**src/hdl/iee_pkg.sv**
```systemverilog
// ----------------------------------------------------------------------------
// iee_pkg: shared definitions for the infix expression evaluator
// Character codes, pending operator codes and operator classes.
// ----------------------------------------------------------------------------
package iee_pkg;

	localparam logic [7:0] CH_ZERO  = 8'h30;  // '0'
	localparam logic [7:0] CH_NINE  = 8'h39;  // '9'
	localparam logic [7:0] CH_MUL   = 8'h2A;  // '*'
	localparam logic [7:0] CH_DIV   = 8'h2F;  // '/'
	localparam logic [7:0] CH_ADD   = 8'h2B;  // '+'
	localparam logic [7:0] CH_SUB   = 8'h2D;  // '-'
	localparam logic [7:0] CH_SPACE = 8'h20;  // ' '

	localparam int RESULT_WIDTH = 32;

	typedef enum logic [1:0] {
		OP_START = 2'd0,
		OP_MUL   = 2'd1,
		OP_DIV   = 2'd2,
		OP_SPARE = 2'd3
	} pend_op_t;

	typedef enum logic [2:0] {
		KIND_MUL,
		KIND_DIV,
		KIND_ADD,
		KIND_SUB,
		KIND_END
	} kind_t;

endpackage

```
**src/hdl/infix_expression_evaluator.sv**
```systemverilog
// ----------------------------------------------------------------------------
// infix_expression_evaluator
// Character-serial integer infix evaluator with * / above + -, one shared
// adder/subtractor driving shift-add multiply and restoring divide.
// ----------------------------------------------------------------------------
// Digits and spaces are taken in ST_IDLE without stalling; any other character
// raises in_stall until the pending product or quotient and the term are folded
// in, and the terminator also waits for the output register to be free. The
// multiply and divide iterate over the single shared adder, one bit a cycle;
// a zero divisor skips the divide.
// arst_n clears all expression state and the output valid asynchronously.
// ----------------------------------------------------------------------------
module infix_expression_evaluator #(
	parameter int VALUE_WIDTH = 32
) (
	input  logic               clk,
	input  logic               arst_n,
	input  logic               in_valid,
	output logic               in_stall,
	input  logic [7:0]         char_code,
	output logic               out_valid,
	input  logic               out_stall,
	output logic signed [31:0] result_value,
	output logic               div_error
);

	localparam int W  = VALUE_WIDTH;
	localparam int CW = $clog2(VALUE_WIDTH);

	typedef enum logic [2:0] {
		ST_IDLE,
		ST_CLOSE,
		ST_DIVB,
		ST_MUL,
		ST_DIV,
		ST_FIX,
		ST_TERM,
		ST_OUT
	} state_t;

	state_t            state_q;
	iee_pkg::pend_op_t pend_q;
	iee_pkg::kind_t    kind_q;
	logic [W-1:0]      acc_q, term_q, sum_q;
	logic              neg_q, err_q, qneg_q;
	logic [W-1:0]      a_q, b_q, p_q;
	logic [CW-1:0]     cnt_q;
	logic              out_valid_q;
	logic signed [31:0] result_value_q;
	logic              div_error_q;

	// shared adder/subtractor
	logic [W-1:0] alu_a, alu_b;
	logic         alu_sub;
	logic [W:0]   alu_y;
	logic [W-1:0] rem_sh;
	logic         in_acc, last_step;
	logic [W-1:0] digit_next;

	assign rem_sh    = {p_q[W-2:0], b_q[W-1]};
	assign last_step = (cnt_q == CW'(W - 1));

	always_comb begin
		alu_a   = '0;
		alu_b   = '0;
		alu_sub = 1'b0;
		case (state_q)
			ST_CLOSE: begin
				alu_b   = term_q;
				alu_sub = term_q[W-1];
			end
			ST_DIVB: begin
				alu_b   = acc_q;
				alu_sub = acc_q[W-1];
			end
			ST_MUL: begin
				alu_a = p_q;
				alu_b = a_q;
			end
			ST_DIV: begin
				alu_a   = rem_sh;
				alu_b   = a_q;
				alu_sub = 1'b1;
			end
			ST_FIX: begin
				alu_b   = b_q;
				alu_sub = qneg_q;
			end
			ST_TERM: begin
				alu_a   = sum_q;
				alu_b   = term_q;
				alu_sub = neg_q;
			end
			default: ;
		endcase
	end

	assign alu_y = {1'b0, alu_a} + {1'b0, (alu_sub ? ~alu_b : alu_b)} + (W+1)'(alu_sub);

	assign digit_next = (acc_q << 3) + (acc_q << 1) + W'(char_code[3:0]);

	assign in_stall     = (state_q != ST_IDLE);
	assign in_acc       = in_valid && !in_stall;
	assign out_valid    = out_valid_q;
	assign result_value = result_value_q;
	assign div_error    = div_error_q;

	always_ff @(posedge clk or negedge arst_n) begin
		if (!arst_n) begin
			state_q        <= ST_IDLE;
			pend_q         <= iee_pkg::OP_START;
			kind_q         <= iee_pkg::KIND_END;
			acc_q          <= '0;
			term_q         <= '0;
			sum_q          <= '0;
			neg_q          <= 1'b0;
			err_q          <= 1'b0;
			qneg_q         <= 1'b0;
			a_q            <= '0;
			b_q            <= '0;
			p_q            <= '0;
			cnt_q          <= '0;
			out_valid_q    <= 1'b0;
			result_value_q <= '0;
			div_error_q    <= 1'b0;
		end else begin
			// ST_OUT reloads the output register itself
			if (out_valid_q && !out_stall && state_q != ST_OUT)
				out_valid_q <= 1'b0;

			case (state_q)
				ST_IDLE: begin
					if (in_acc) begin
						if (char_code inside {[iee_pkg::CH_ZERO:iee_pkg::CH_NINE]}) begin
							acc_q <= digit_next;
						end else if (char_code != iee_pkg::CH_SPACE) begin
							case (char_code)
								iee_pkg::CH_MUL: kind_q <= iee_pkg::KIND_MUL;
								iee_pkg::CH_DIV: kind_q <= iee_pkg::KIND_DIV;
								iee_pkg::CH_ADD: kind_q <= iee_pkg::KIND_ADD;
								iee_pkg::CH_SUB: kind_q <= iee_pkg::KIND_SUB;
								default:         kind_q <= iee_pkg::KIND_END;
							endcase
							state_q <= ST_CLOSE;
						end
					end
				end
				ST_CLOSE: begin
					case (pend_q)
						iee_pkg::OP_MUL: begin
							a_q     <= term_q;
							b_q     <= acc_q;
							p_q     <= '0;
							cnt_q   <= '0;
							state_q <= ST_MUL;
						end
						iee_pkg::OP_DIV: begin
							b_q     <= alu_y[W-1:0];  // |dividend|
							state_q <= ST_DIVB;
						end
						default: begin
							term_q  <= acc_q;
							state_q <= ST_TERM;
						end
					endcase
				end
				ST_DIVB: begin
					a_q    <= alu_y[W-1:0];           // |divisor|
					p_q    <= '0;
					cnt_q  <= '0;
					qneg_q <= term_q[W-1] ^ acc_q[W-1];
					if (acc_q == '0) begin
						term_q  <= '0;
						err_q   <= 1'b1;
						state_q <= ST_TERM;
					end else begin
						state_q <= ST_DIV;
					end
				end
				ST_MUL: begin
					if (b_q[0])
						p_q <= alu_y[W-1:0];
					a_q   <= a_q << 1;
					b_q   <= b_q >> 1;
					cnt_q <= cnt_q + CW'(1);
					if (last_step)
						state_q <= ST_FIX;
				end
				ST_DIV: begin
					// carry out set means the trial subtract did not borrow
					p_q   <= alu_y[W] ? alu_y[W-1:0] : rem_sh;
					b_q   <= {b_q[W-2:0], alu_y[W]};
					cnt_q <= cnt_q + CW'(1);
					if (last_step)
						state_q <= ST_FIX;
				end
				ST_FIX: begin
					if (pend_q == iee_pkg::OP_MUL)
						term_q <= p_q;
					else
						term_q <= alu_y[W-1:0];
					state_q <= ST_TERM;
				end
				ST_TERM: begin
					acc_q <= '0;
					case (kind_q)
						iee_pkg::KIND_MUL: begin
							pend_q  <= iee_pkg::OP_MUL;
							state_q <= ST_IDLE;
						end
						iee_pkg::KIND_DIV: begin
							pend_q  <= iee_pkg::OP_DIV;
							state_q <= ST_IDLE;
						end
						iee_pkg::KIND_ADD, iee_pkg::KIND_SUB: begin
							sum_q   <= alu_y[W-1:0];
							term_q  <= '0;
							neg_q   <= (kind_q == iee_pkg::KIND_SUB);
							pend_q  <= iee_pkg::OP_START;
							state_q <= ST_IDLE;
						end
						default: begin
							sum_q   <= alu_y[W-1:0];
							term_q  <= '0;
							state_q <= ST_OUT;
						end
					endcase
				end
				ST_OUT: begin
					if (!out_valid_q || !out_stall) begin
						result_value_q <= 32'($signed(sum_q));
						div_error_q    <= err_q;
						out_valid_q    <= 1'b1;
						acc_q          <= '0;
						term_q         <= '0;
						sum_q          <= '0;
						pend_q         <= iee_pkg::OP_START;
						neg_q          <= 1'b0;
						err_q          <= 1'b0;
						state_q        <= ST_IDLE;
					end
				end
				default: state_q <= ST_IDLE;
			endcase
		end
	end

endmodule
```
**config.mk**
```make
export PLATFORM = sky130hd
export DESIGN_NAME = infix_expression_evaluator
export DESIGN_NICKNAME = d
export VERILOG_FILES = /design/src/hdl/iee_pkg.sv /design/src/hdl/infix_expression_evaluator.sv
export SDC_FILE = /design/constraint.sdc
export NUM_CORES = 1
export LEC_CHECK = 0
export BUFFER_PORTS_ARGS = -buffer_cell sky130_fd_sc_hd__buf_2
export CORE_MARGIN = 3
export CORE_UTILIZATION = 35
export CTS_BUF_LIST = sky130_fd_sc_hd__clkbuf_8 sky130_fd_sc_hd__clkbuf_16
export CTS_CLUSTER_SIZE = 20
export DETAILED_ROUTE_END_ITERATION = 7
export HOLD_SLACK_MARGIN = 0.1
export PLACE_DENSITY = 0.53
export SYNTH_ARGS = -nofsm -noshare
export SYNTH_HDL_FRONTEND = slang
export SYNTH_SLANG_ARGS = --single-unit
```
**constraint.sdc**
```tcl
create_clock -name clk -period 6.45 [get_ports clk]
set_input_delay 0.3225 -clock clk [delete_from_list [all_inputs] [get_ports clk]]
set_output_delay 0.3225 -clock clk [all_outputs]
set_load 0.01 [all_outputs]
```
==> key figures <==
Flow run
  – Maxcap violations: 0

Timing
  – Finish-stage setup viols: 0
  – Final setup TNS: 0 ns
  – Tmin final: 5.60 ns
  – Slew headroom: 11.4%
  – Period Utilization, post-route: 86.8%
  – F_max: 0.179 GHz
  – Slew Viols, Final: 0
  – RSZ-0062 raised after global routing: no
  – Final Skew: 0.0195 ns
  – Worst-Margin Slew: 1.31 ns
  – Final Hold Fails: 0

Finish
  – # nets final: 2085
  – Ant diodes: 0
  – Share of cells above drive strength 1: 11.1%
  – Area Growth Syn to Fin: 10.7%
  – Register Area: 6060 um2
  – Fillcell total: 4885
  – Footprint of the multi-input gates: 10600 um2

Hold path
  – Hold Path Class: in -> reg

Setup path
  – Kind of critical path: reg -> reg
  – Critical Path Fanout Max: 23
  – CP Capture Type: register
  – Critical Path AT: 6.05 ns
  – Critical Path RT: 6.90 ns
  – CP Launch Type: register

Synth
  – Seq/Total Area, Yosys: 35.0%
  – Synthesized instance count: 2004
  – Unique cell type count in the Yosys netlist: 79
  – Top post-synthesis cells by area: dfrtp_1, ha_1, mux2i_1
  – Mapped Area: 17300 um2
  – Post-synth top cells: dfrtp_1, nand2_1, a21oi_1, o21ai_0, nor2_1
  – Avg Synthesized Cell Area: 8.63 um2
  – Synth Register Bits: 242
  – Main flop type after synthesis: dfrtp_1
  – Asr flop ratio synth: 100%
  – Synth top area share: 34.9%
  – Top-count cell post-synth: dfrtp_1
  – Post-synth EDFFs: 0
  – Synth warn: 0
  – Largest area contributor in the netlist: dfrtp_1
  – Syn_nets: 2112

Drt
  – # DRC: 0
  – Routed Antenna Nets: 0
  – First-pass DRT Iterations: 6
  – DRT iter0 DRCs: 1525
  – Routed WL: 58500 um
  – Vias: 15700
  – Vias/cell: 5.94
  – Wire per inst: 22.1 um

Die
  – Initial core utilization: 35.8%
  – I/O pins: 47
  – Chip height: 228 um
  – Chip Width: 228 um
  – Core box area: 48200 um2
  – Number of cell rows: 80
  – Die ar.: 52100 um2

Clock network
  – Post-CTS setup buffer count: 0
  – CTS clock-pin slew for the worst setup and hold paths: 0.06 ns
  – CTS max path bufs: 3
  – Later-pin clock latency in the skew report: 0.57 ns
  – Num CTS Buffers: 27
  – H-Tree Depth: 1
  – Root Buffer Master: clkbuf_16
  – TritonCTS clock tree: yes
  – CTS sink cnt: 242
  – Post_cts resized: 0

Placement
  – Buffers on Ports: 46
  – GPL Wtd Cong: 0.981
  – HPWL after DPL: 41300 um

Global routing
  – Antenna violations before repair: 1
  – Largest net degree at the start of global routing: 158
  – Global-route wire length before repair: 91900 um
  – GRT Residual Overflow: 0
  – Number of global-route vias before repair: 15300
  – GRT Util Overall: 21.9%

Status
  – Status: finished, final reports clean
[worst max-delay path, cell delays in order (launching register included)]
cell	delay, ns
dfrtp_2	0.57
nand2b_1	0.17
nand2b_1	0.10
buf_4	0.29
nand2_1	0.40
nand2_1	0.18
o221ai_1	0.15
xnor2_1	0.24
inv_1	0.09
fa_1	0.46
nor2b_1	0.18
o21a_1	0.18
nor2_1	0.08
o311a_1	0.40
or3_1	0.42
a21o_1	0.19
nor2_1	0.92
a22oi_1	0.20
o21ai_0	0.26
[path summary, 6_finish.rpt]
path                       depth (start not counted)  slack [ns]        startpoint               end
setup / recovery                                  18        0.85        state_q[0]           p_q[16]
hold / removal                                     4        0.14      char_code[1]         kind_q[1]
setup reg to reg                                  18        0.85        state_q[0]           p_q[16]
hold reg to reg                                    1        0.50  result_value[19]  result_value[19]
max in group asynchronous                          3        4.68            arst_n           p_q[10]
min in group asynchronous                          2        0.35            arst_n   result_value[5]
[layout make-up]
class	instances	share of cell area, %
flip-flops and latches	242	31.6
clock inverters	12	0.692
multi-input cells	1577	55.4
clock buffers	33	3.96
repair buffers	92	3.31
well taps	656	4.29
inverters	37	0.725
[logic make-up (layout without fill, tap and decap cells)]
group | count (synthesis) | in the layout | share of synthesized area, %
AO/OA/AOI/OAI | 700 | 700 | 25.9
AND/OR/NAND/NOR | 530 | 530 | 13.5
flip-flops | 242 | 242 | 35.0
buffers and inverters | 185 | 174 | 4.09
multiplexers | 161 | 161 | 9.80
adder cells (fa/ha/maj) | 96 | 96 | 7.08
XOR/XNOR | 90 | 90 | 4.64
[through the flow]
stage | instance area, um2 | hold WS (ns) | instances | setup WS (ns) | utilization (%)
finish | 19200 | 0.136 | 2649 | 0.854 | 39.7
global route | 19200 | 0.157 | 2649 | 0.646 | 39.7
CTS | 19200 | 0.128 | 2649 | 0.985 | 39.7
detailed placement | 18200 | 0.361 | 2600 | 1.03 | 37.8
global placement | 18200 | 0.361 | 2600 | 1.12 | 37.8
floorplan | 17300 | 0.0269 | 2004 | 1.53 | -
[layout by cell type (no fill, tap or decap), types with 23 or more instances in the layout]
cell type / synthesis / layout
a21o_1: 38 / 38
a21oi_1: 191 / 189
a221oi_1: 39 / 39
a22o_1: 32 / 32
a22oi_1: 57 / 57
a31oi_1: 40 / 40
buf_2: 5 / 45
buf_4: 0 / 39
clkbuf_16: 0 / 27
dfrtp_1: 241 / 238
ha_1: 93 / 92
inv_1: 37 / 42
mux2_2: 57 / 57
mux2i_1: 103 / 103
nand2_1: 218 / 217
nand3_1: 43 / 43
nor2_1: 157 / 153
o21ai_0: 170 / 170
o22ai_1: 23 / 23
xnor2_1: 30 / 30
xor2_1: 58 / 58
[state kept, by name (all words and copies together) (netlist names)]
name,flops
a_q,32
acc_q,32
b_q,32
cnt_q,5
div_error,1
err_q,1
kind_q,3
neg_q,1
out_valid,1
p_q,32
pend_q,2
qneg_q,1
result_value,32
state_q,3
sum_q,32
term_q,32
[layer usage]
metal  wire, um  vias to the layer above  part of all wire, %  track usage [%]
li1           -                     7320                    -                -
met1      26500                     7635                   45             31.6
met2      25200                      682                   43             33.2
met3       5070                       95                  8.7             3.90
met4       1680                        0                  2.9             6.45
met5          0                        -                    0                0
[repair_timing]
item | 4_1_cts | 5_1_grt
setup endpoints to repair | 0 | 0
endpoints found under the hold margin | 89 | 0
hold buffers | 4 | 0
Power is left out: the tool's default activity adds up to more than one toggle a clock period on the data nets, which glitch-free logic cannot reach.
